**src/design/bmhq_pkg.sv**
```systemverilog
`default_nettype none

package bmhq_pkg;

    localparam int CAPACITY = 64;
    localparam int KEY_W    = 32;
    localparam int CNT_W    = $clog2(CAPACITY + 1);
    localparam int ECNT_W   = 7;
    localparam int STAT_W   = 2;

    typedef logic signed [KEY_W-1:0] t_key;
    typedef logic [CNT_W-1:0]        t_count;

    // Operation codes on the op field.
    localparam logic OP_INSERT = 1'b0;
    localparam logic OP_REMOVE = 1'b1;

    // Result status codes.
    localparam logic [STAT_W-1:0] ST_OK    = 2'd0;
    localparam logic [STAT_W-1:0] ST_EMPTY = 2'd1;
    localparam logic [STAT_W-1:0] ST_FULL  = 2'd2;

    // Command broadcast to every cell of the sorted chain.
    typedef struct packed {
        logic ins;
        logic rem;
        t_key key;
    } t_cell_cmd;

    // What a cell hands to its neighbors.
    typedef struct packed {
        logic vld;
        logic lt;
        t_key key;
    } t_cell_link;

endpackage

`default_nettype wire

```
**src/design/bmhq_cell.sv**
```systemverilog
`default_nettype none

module bmhq_cell
    import bmhq_pkg::*;
(
    input  wire logic       i_clk,
    input  wire logic       i_rst_n,
    input  wire t_cell_cmd  i_cmd,
    input  wire t_cell_link i_left,
    input  wire t_cell_link i_right,
    output t_cell_link      o_link
);

    logic r_valid;
    logic n_valid;
    t_key r_key;
    t_key n_key;
    logic w_lt;

    // New key belongs at or before this slot.
    assign w_lt = !r_valid || (i_cmd.key < r_key);

    always_comb begin
        n_valid = r_valid;
        n_key   = r_key;
        if (i_cmd.ins) begin
            n_valid = r_valid | i_left.vld;
            if (i_left.lt) begin
                n_key = i_left.key;
            end else if (w_lt) begin
                n_key = i_cmd.key;
            end
        end else if (i_cmd.rem) begin
            n_valid = i_right.vld;
            n_key   = i_right.key;
        end
    end

    always_ff @(posedge i_clk) begin
        if (!i_rst_n) begin
            r_valid <= 1'b0;
        end else begin
            r_valid <= n_valid;
        end
    end

    always_ff @(posedge i_clk) begin
        r_key <= n_key;
    end

    assign o_link.vld = r_valid;
    assign o_link.lt  = w_lt;
    assign o_link.key = r_key;

endmodule

`default_nettype wire

```
**config.mk**
```make
export PLATFORM = sky130hd
export DESIGN_NAME = bmhq_cell
export DESIGN_NICKNAME = d
export VERILOG_FILES = /design/src/design/bmhq_pkg.sv /design/src/design/bmhq_cell.sv
export SDC_FILE = /design/constraint.sdc
export NUM_CORES = 1
export LEC_CHECK = 0
export ABC_AREA = 1
export BUFFER_PORTS_ARGS = -buffer_cell sky130_fd_sc_hd__buf_2
export CAP_MARGIN = 25
export CORE_MARGIN = 2
export CORE_UTILIZATION = 49
export CTS_CLUSTER_DIAMETER = 40
export CTS_CLUSTER_SIZE = 28
export DETAILED_ROUTE_END_ITERATION = 8
export PLACE_DENSITY_LB_ADDON = 0.3
export SYNTH_ARGS = -nofsm -noshare
export SYNTH_HDL_FRONTEND = slang
export SYNTH_SLANG_ARGS = --single-unit
```
**constraint.sdc**
```tcl
create_clock -name i_clk -period 6.4 [get_ports i_clk]
set_input_delay 1.28 -clock i_clk [delete_from_list [all_inputs] [get_ports i_clk]]
set_output_delay 1.28 -clock i_clk [all_outputs]
set_load 0.05 [all_outputs]
```
# After elaboration in Yosys (flattened, before gate mapping)
# Index checks and enable logic that the tools add are counted.
classes:
  multipliers: 0
  n_eq_ne: 1
  muxes: 6
  n_shift: 0
  n_lt_le_gt_ge: 1
  div: 0
  reduce_logical: 4
  addsub: 0
  bitwise_logic: 1
ops:
  columns: ["cell", "count"]
  rows:
  - ["32-bit two-way mux", 4]
  - ["32-bit less-than comparator", 1]
  - ["3-bit by 1-bit != test with 1-bit output (second input constant)", 1]
  - ["1-bit two-way mux", 2]
  - ["2-bit AND reduction", 1]
  - ["2-bit nonzero test", 1]
  - ["1-bit zero test", 1]
  - ["1-bit logical OR", 1]
  - ["1-bit bitwise OR", 1]
word_totals:
  output_inout_bits: 34
  inputBits: 104
  latchBits: 0
  elab_cells: 15
  romBits: 0
  reg_bits: 33
  ram_bits: 0
  memories: 0

# Logic depth before layout (Yosys ltp)
# Gate-level depths: netlist of the first run.
depth:
  word_depth: 5
  ltp_mapped: 16
  mapped_depth_nobuf: 16

# Worst setup path after synthesis of the first run
# Ideal clock, no wire load.
synth_timing:
  path_kind: "in2out"
  from: "input port i_cmd[5] (netlist bit)"
  to: "output port o_link[32] (netlist bit)"
  arrival_time_ns: 2.398
  path_slack_ns: 2.722
  t_required_ns: 5.120
  path_stages: 12
  path_buffers: 1
  path_cell_list: "ha_1 > a21oi_2 > nor2_1 > nor3_2 > nand2_1 > nand2_1 > nand2_1 > nand2_1 > nand2_1 > nand2_1 > nand3_1 > buf_4"
synth_between:
  elab_chain_cells: 2
synth_lines:
  columns: ["item", "line_no", "text"]
  rows:
  - ["start: declaration", "bmhq_cell.sv:8", "input wire t_cell_cmd i_cmd,"]
  - ["32-bit less-than comparator", "bmhq_cell.sv:21", "assign w_lt = !r_valid || (i_cmd.key < r_key);"]
  - ["1-bit logical OR", "bmhq_cell.sv:21", null]
  - ["end: declaration", "bmhq_cell.sv:11", "output t_cell_link o_link"]
# No other way between the ends.

==> metrics, run 1 <==
CTS Hold Buffers Added=0; CP Max Fanout=2; CTS Sinks=33; CP max stage delay=~0.31 ns; unrepaired setup endpoints after global routing=false; Synth Instances=around 320; post-route cell area=around 3400 µm²; Final setup viols=0; H-tree level count=2; clock latency on the worst-skew pair=around 0.28 ns; Via density=4.91; clk_skew=around 0.0063 ns; Hold Path Origin=r_valid; status=completed; per-cell routed wire length=around 13 µm; R2R cell count=14; Synth cell types=23; CP Launch Type=primary input; Ys Warns=0; post-DP HPWL=about 4800 µm; worst-path cell with the longest stage delay=ha_1; total grt overflow=0; LEAKAGE=1.76 nW; Area growth syn-to-layout=33.5%; largest net degree at the start of global routing=36; clk root buf=clkbuf_8; r2r startpoint=r_key[5]; Post-Syn Area per Cell=~8 µm²; DR DRC count=0; placed cell area=3230 µm²; Pre-antenna DRT Iters=4; max-cap viol count=0; global router's overall resource usage=0.226; Placed Cells=approximately 520; vias in the first global route=~2,400; CTS Buf Count=5; initial antenna violation count=0; register area share after synthesis=0.389; CTS clk-pin slew, worst paths=0.07 ns; Site Rows=26; crit share post-route=0.625; Die Footprint=about 5700 µm²; worst path required time=just over 5 ns; Worst Max-Slew Pin Slew=between 0.6 and 0.7 ns; Max IR drop VDD=between 0.1 and 0.15 mV; Worst Hold Depth=2; final hold vios=0; Non-Filler Instances=roughly 530; fill count=436; hold endpoint=r_valid; core area=5040 µm²; Fmax=roughly 250 MHz; met1 Usage GRT=0.257; number of port buffers=approximately 140; mapped cell area=about 2500 µm²; placer congestion estimate=between 0.7 and 0.8; Hold Crit Class=reg -> reg; commonest non-fill, non-tap cell in the layout=buf_2; Vias=2,579; first-pass GRT wire length=9850 µm; DRT Wirelength=about 6600 µm; post-CTS setup buffer count=0; Max-slew headroom=0.574; Max clock buf depth=2; Starting Density=0.500; Total Neg Setup Slack=0 ns; most used cell, CP=nand2_1; Post-CTS Resized=0; CP arrival=around 2.7 ns; worst path cell trace=buf_2 -> ha_1 -> a21oi_2 -> nor2_1 -> nor3_2 -> nand2_1 -> nand2_1 -> nand2_1 -> nand2_1 -> nand3_1 -> nand3_1 -> buf_2; gr busiest metal=met2; met3 Usage GRT=0.0595; final slew viol count=0; CP Capture Type=output port; Yosys reg bits=33; antenna fix cells=0; Worst R2R End=r_key[0]; layout cells sized above 1=0.349; critical path class=in -> out; Die H=approximately 76 µm; final worst path period need=between 4 and 5 ns; most frequent cells in the layout=buf_2 (136), o21ai_0 (64), nand2_1 (63); Final #Nets=just under 600; initial DRC count=80; antenna-violating nets left=0; Die W=between 70 and 80 µm; PwrDens=~210 nW/µm²; M2 GR Usage=0.417; slack of the worst reg-to-reg path=approximately 3.7 ns; Ports=between 100 and 150; post-synthesis net count=around 460; CTS tree=built
==> kinds of logic after synthesis <==
group,after synthesis,share of synthesized area
simple gates,116,0.190
compound gates,86,0.179
buf+inv,57,0.0884
flops,33,0.389
fa+ha+maj,31,0.154
==> sequential cells by signal, indices dropped and copies added (netlist names) <==
signal	count
r_key	32
r_valid	1
==> worst max-delay path: cells and delay by family <==
kind / cells / cell delay [ns]
AOI/OAI and AO/OA: 1 / 0.14
adders and majority gates: 1 / 0.31
buffers and inverters: 2 / 0.38
and+or+nand+nor: 8 / 0.61
==> worst max-delay path by stage <==
stage | start | to | slack, ns | depth (start not counted)
2_1_floorplan | i_cmd[5] | o_link[32] | 2.72 | 12
3_3_place_gp | i_cmd[5] | o_link[32] | 2.43 | 12
3_5_place_dp | i_cmd[5] | o_link[32] | 2.41 | 12
4_1_cts | i_cmd[5] | o_link[32] | 2.39 | 12
5_1_grt | i_cmd[5] | o_link[32] | 2.24 | 12
6_report | i_cmd[5] | o_link[32] | 2.40 | 12
==> final cells by class <==
type,instances,area [µm²],share of cell area
multi-input cells,233,1320,0.391
flip-flops and latches,33,981,0.292
repair buffers,138,716,0.213
inverters,43,161,0.0480
clock buffers,7,96.3,0.0286
well taps,70,87.6,0.0260
clock inverters,1,5.00,0.00149
==> report_power, final <==
part	total, mW	leakage, nW	internal (mW)	switching (mW)
clock network	0.178	0.0542	0.0974	0.0805
logic	0.261	1.37	0.0838	0.177
registers	0.276	0.337	0.266	0.0106
total	0.715	1.76	0.447	0.268
==> cell usage after synthesis, drive strengths merged <==
cell type,instances,area share
nand2,64,0.096
a21oi,16,0.038
inv,43,0.064
nand4,2,0.0050
edfxtp,32,0.38
clkbuf,11,0.016
nor3,3,0.012
o21a,1,0.0030
or2,1,0.0025
buf,3,0.0079
o21ai,68,0.14
nand3,5,0.012
o31ai,1,0.0030
dfxtp,1,0.0079
nor2,41,0.062
ha,31,0.15
==> per-layer routing <==
metal / routed length, µm / vias to the layer above / share of wire
met2: 3340 / 91 / 0.51
met5: 0 / - / 0
met1: 2760 / 1137 / 0.42
met4: 63 / 0 / 0.0096
met3: 414 / 9 / 0.063
li1: - / 1342 / -
==> metrics by stage <==
stage	setup WS (ns)	total power [mW]	util	hold WS, ns
3_3_place_gp	2.43	0.535	0.641	0.518
5_1_grt	2.24	0.759	0.667	0.586
4_1_cts	2.39	0.719	0.662	0.538
3_5_place_dp	2.41	0.541	0.641	0.522
2_1_floorplan	2.72	0.463	-	0.497
6_report	2.40	0.715	0.667	0.538
Note: power is estimated with default switching activity, not from simulation.
==> inputs of run 2 (changes only) <==
- CORE_UTILIZATION: 49 -> 45
- clock period: 6.4 -> 4.07 ns (I/O delays scaled with it)
==> metrics, run 2 (synthesis results as in run 1) <==
Final Util=0.616 (-0.0513); Hold Path Origin=r_valid; final worst path period need=a little over 3 ns; Area growth syn-to-layout=33.7%; r2r startpoint=r_key[25]; Pre-antenna DRT Iters=4 (unchanged); Non-Filler Instances=529 (+0.76%); CP arrival=2.25 ns (-0.47 ns); antenna fix cells=0 (unchanged); global router's overall resource usage=0.226 (about the same); Die H=78.8 µm (+4.1%); CTS Sinks=33 (unchanged); Max clock buf depth=2 (unchanged); most used cell, CP=nand2_1; most frequent cells in the layout=buf_2 (136), o21ai_0 (64), nand2_1 (63); slack of the worst reg-to-reg path=1.87 ns (-1.86 ns); initial DRC count=140 (+75%); clk root buf=clkbuf_8; LEAKAGE=1.76 nW (about the same); Final setup viols=0 (unchanged); post-route cell area=3370 µm² (+0.19%); Psw=422 µW (+57%); Fmax=~330 MHz; number of flip-flops in the largest register=32 (unchanged); register share of total power=0.391 (+0.004); largest net degree at the start of global routing=36 (unchanged); worst path required time=3.26 ns (-1.86 ns); Vias=2,642 (+2.4%); DR DRC count=0 (unchanged); CP Launch Type=primary input; Placed Cells=521 (+0.97%); Max-slew headroom=0.580 (+0.00658); core area=5470 µm² (+8.5%); Site Rows=27 (+3.8%); Worst path top cell family by delay=simple AND/OR/NAND/NOR gates; max-cap viol count=0 (unchanged); clk_skew=0.00900 ns (+0.00266 ns); CTS Buf Count=5 (unchanged); setup ws final=1.01 ns (-1.39 ns); final slew viol count=0 (unchanged); final hold vios=0 (unchanged); H-tree level count=2 (unchanged); Post-CTS Resized=0 (unchanged); placer congestion estimate=0.800 (+1.8%); CP Max Fanout=2 (unchanged); DRT Wirelength=6900 µm (+4.8%); Post-Place Worst Slack=1.00 ns (-1.40 ns); Final #Nets=591 (+0.34%); worst-path cell with the longest stage delay=ha_1; Starting Density=0.460 (-0.0393); vias in the first global route=2,559 (+8.8%); initial antenna violation count=0 (unchanged); number of port buffers=136 (unchanged); Hold Crit Class=reg -> reg; final total power=1.11 mW (+56%); post-DP HPWL=5080 µm (+5.7%); CP Capture Type=output port; clock latency on the worst-skew pair=0.29 ns (about the same); CTS clk-pin slew, worst paths=0.07 ns (about the same); Die Footprint=6210 µm² (+8.4%); crit share post-route=0.752; post-CTS setup buffer count=0 (unchanged); first-pass GRT wire length=11,200 µm (+14%); CP max stage delay=0.32 ns (about the same); Via density=4.99 (+1.7%); crit path from=i_cmd[5]; PwrDens=330 nW/µm² (+55%); Ports=138 (unchanged); CTS Hold Buffers Added=0 (unchanged); clock group share of total power=0.234 (-0.015); CP bufs+invs=2 (unchanged); combinational share of power=0.375 (+0.010); layout cells sized above 1=0.348 (-0.00153); hold slack=0.562 ns (+0.0236 ns); Worst Max-Slew Pin Slew=0.628 ns (-0.0101 ns); largest registers=r_key: 32 flops, r_valid: 1 flops; antenna-violating nets left=0 (unchanged); total grt overflow=0 (unchanged); CTS tree=built; Top reg by flops=r_key; placed cell area=3280 µm² (+1.4%); unrepaired setup endpoints after global routing=false; Max IR drop VDD=0.210 mV (+90%); critical path class=in -> out; Total Neg Setup Slack=0 ns (unchanged); Switching Fraction=0.379 (+0.00439); commonest non-fill, non-tap cell in the layout=buf_2; worst path cell trace=buf_2 -> ha_1 -> a21oi_2 -> nor2_1 -> nor3_2 -> nand2_1 -> nand2_1 -> nand2_1 -> nand2_1 -> nand3_1 -> nand3_1 -> buf_2; per-cell routed wire length=13.0 µm (+4.0%); status=completed; Die W=78.8 µm (+4.1%); cell-internal power=691 µW (+54%)
## run 2: final timing paths
path	endpoint	depth (start not counted)
worst min-delay path	r_valid	2
worst max register to register	r_key[0]	12
worst min register to register	r_valid	2
worst max-delay path	o_link[32]	12
## run 2: worst reg2reg max path, cell delays in order, from the launching register on
cell,delay [ns]
edfxtp_1,0.41
inv_1,0.08
ha_1,0.24
a21oi_1,0.14
o21ai_0,0.09
nand2_1,0.07
nand3_1,0.09
nor2_2,0.14
nand3_1,0.11
nand4_1,0.11
nand2_1,0.05
inv_1,0.06
buf_4,0.28
## run 2: routing by layer
metal	wire length, µm	vias up	GRT usage
met2	3570	88	0.424
met4	57	0	0.0672
met5	0	-	0
li1	-	1345	-
met3	491	6	0.0534
met1	2780	1203	0.252
## run 2: area by class of cell
| cell class | count | area [µm²] |
|---|---|---|
| clock buffer | 8 | 90.1 |
| fill | 516 | 2100 |
| inverter | 43 | 161 |
| multi-input combinational | 233 | 1320 |
| sequential | 33 | 981 |
| tap | 72 | 90.1 |
| timing repair buffer | 140 | 731 |
## run 2: power groups by stage
stage | combinational, mW | sequential, mW | clock (mW)
2_1_floorplan | 0.163 | 0.566 | 0
3_3_place_gp | 0.404 | 0.441 | 0
3_5_place_dp | 0.417 | 0.443 | 0
4_1_cts | 0.420 | 0.436 | 0.264
5_1_grt | 0.462 | 0.441 | 0.276
6_report | 0.417 | 0.435 | 0.260
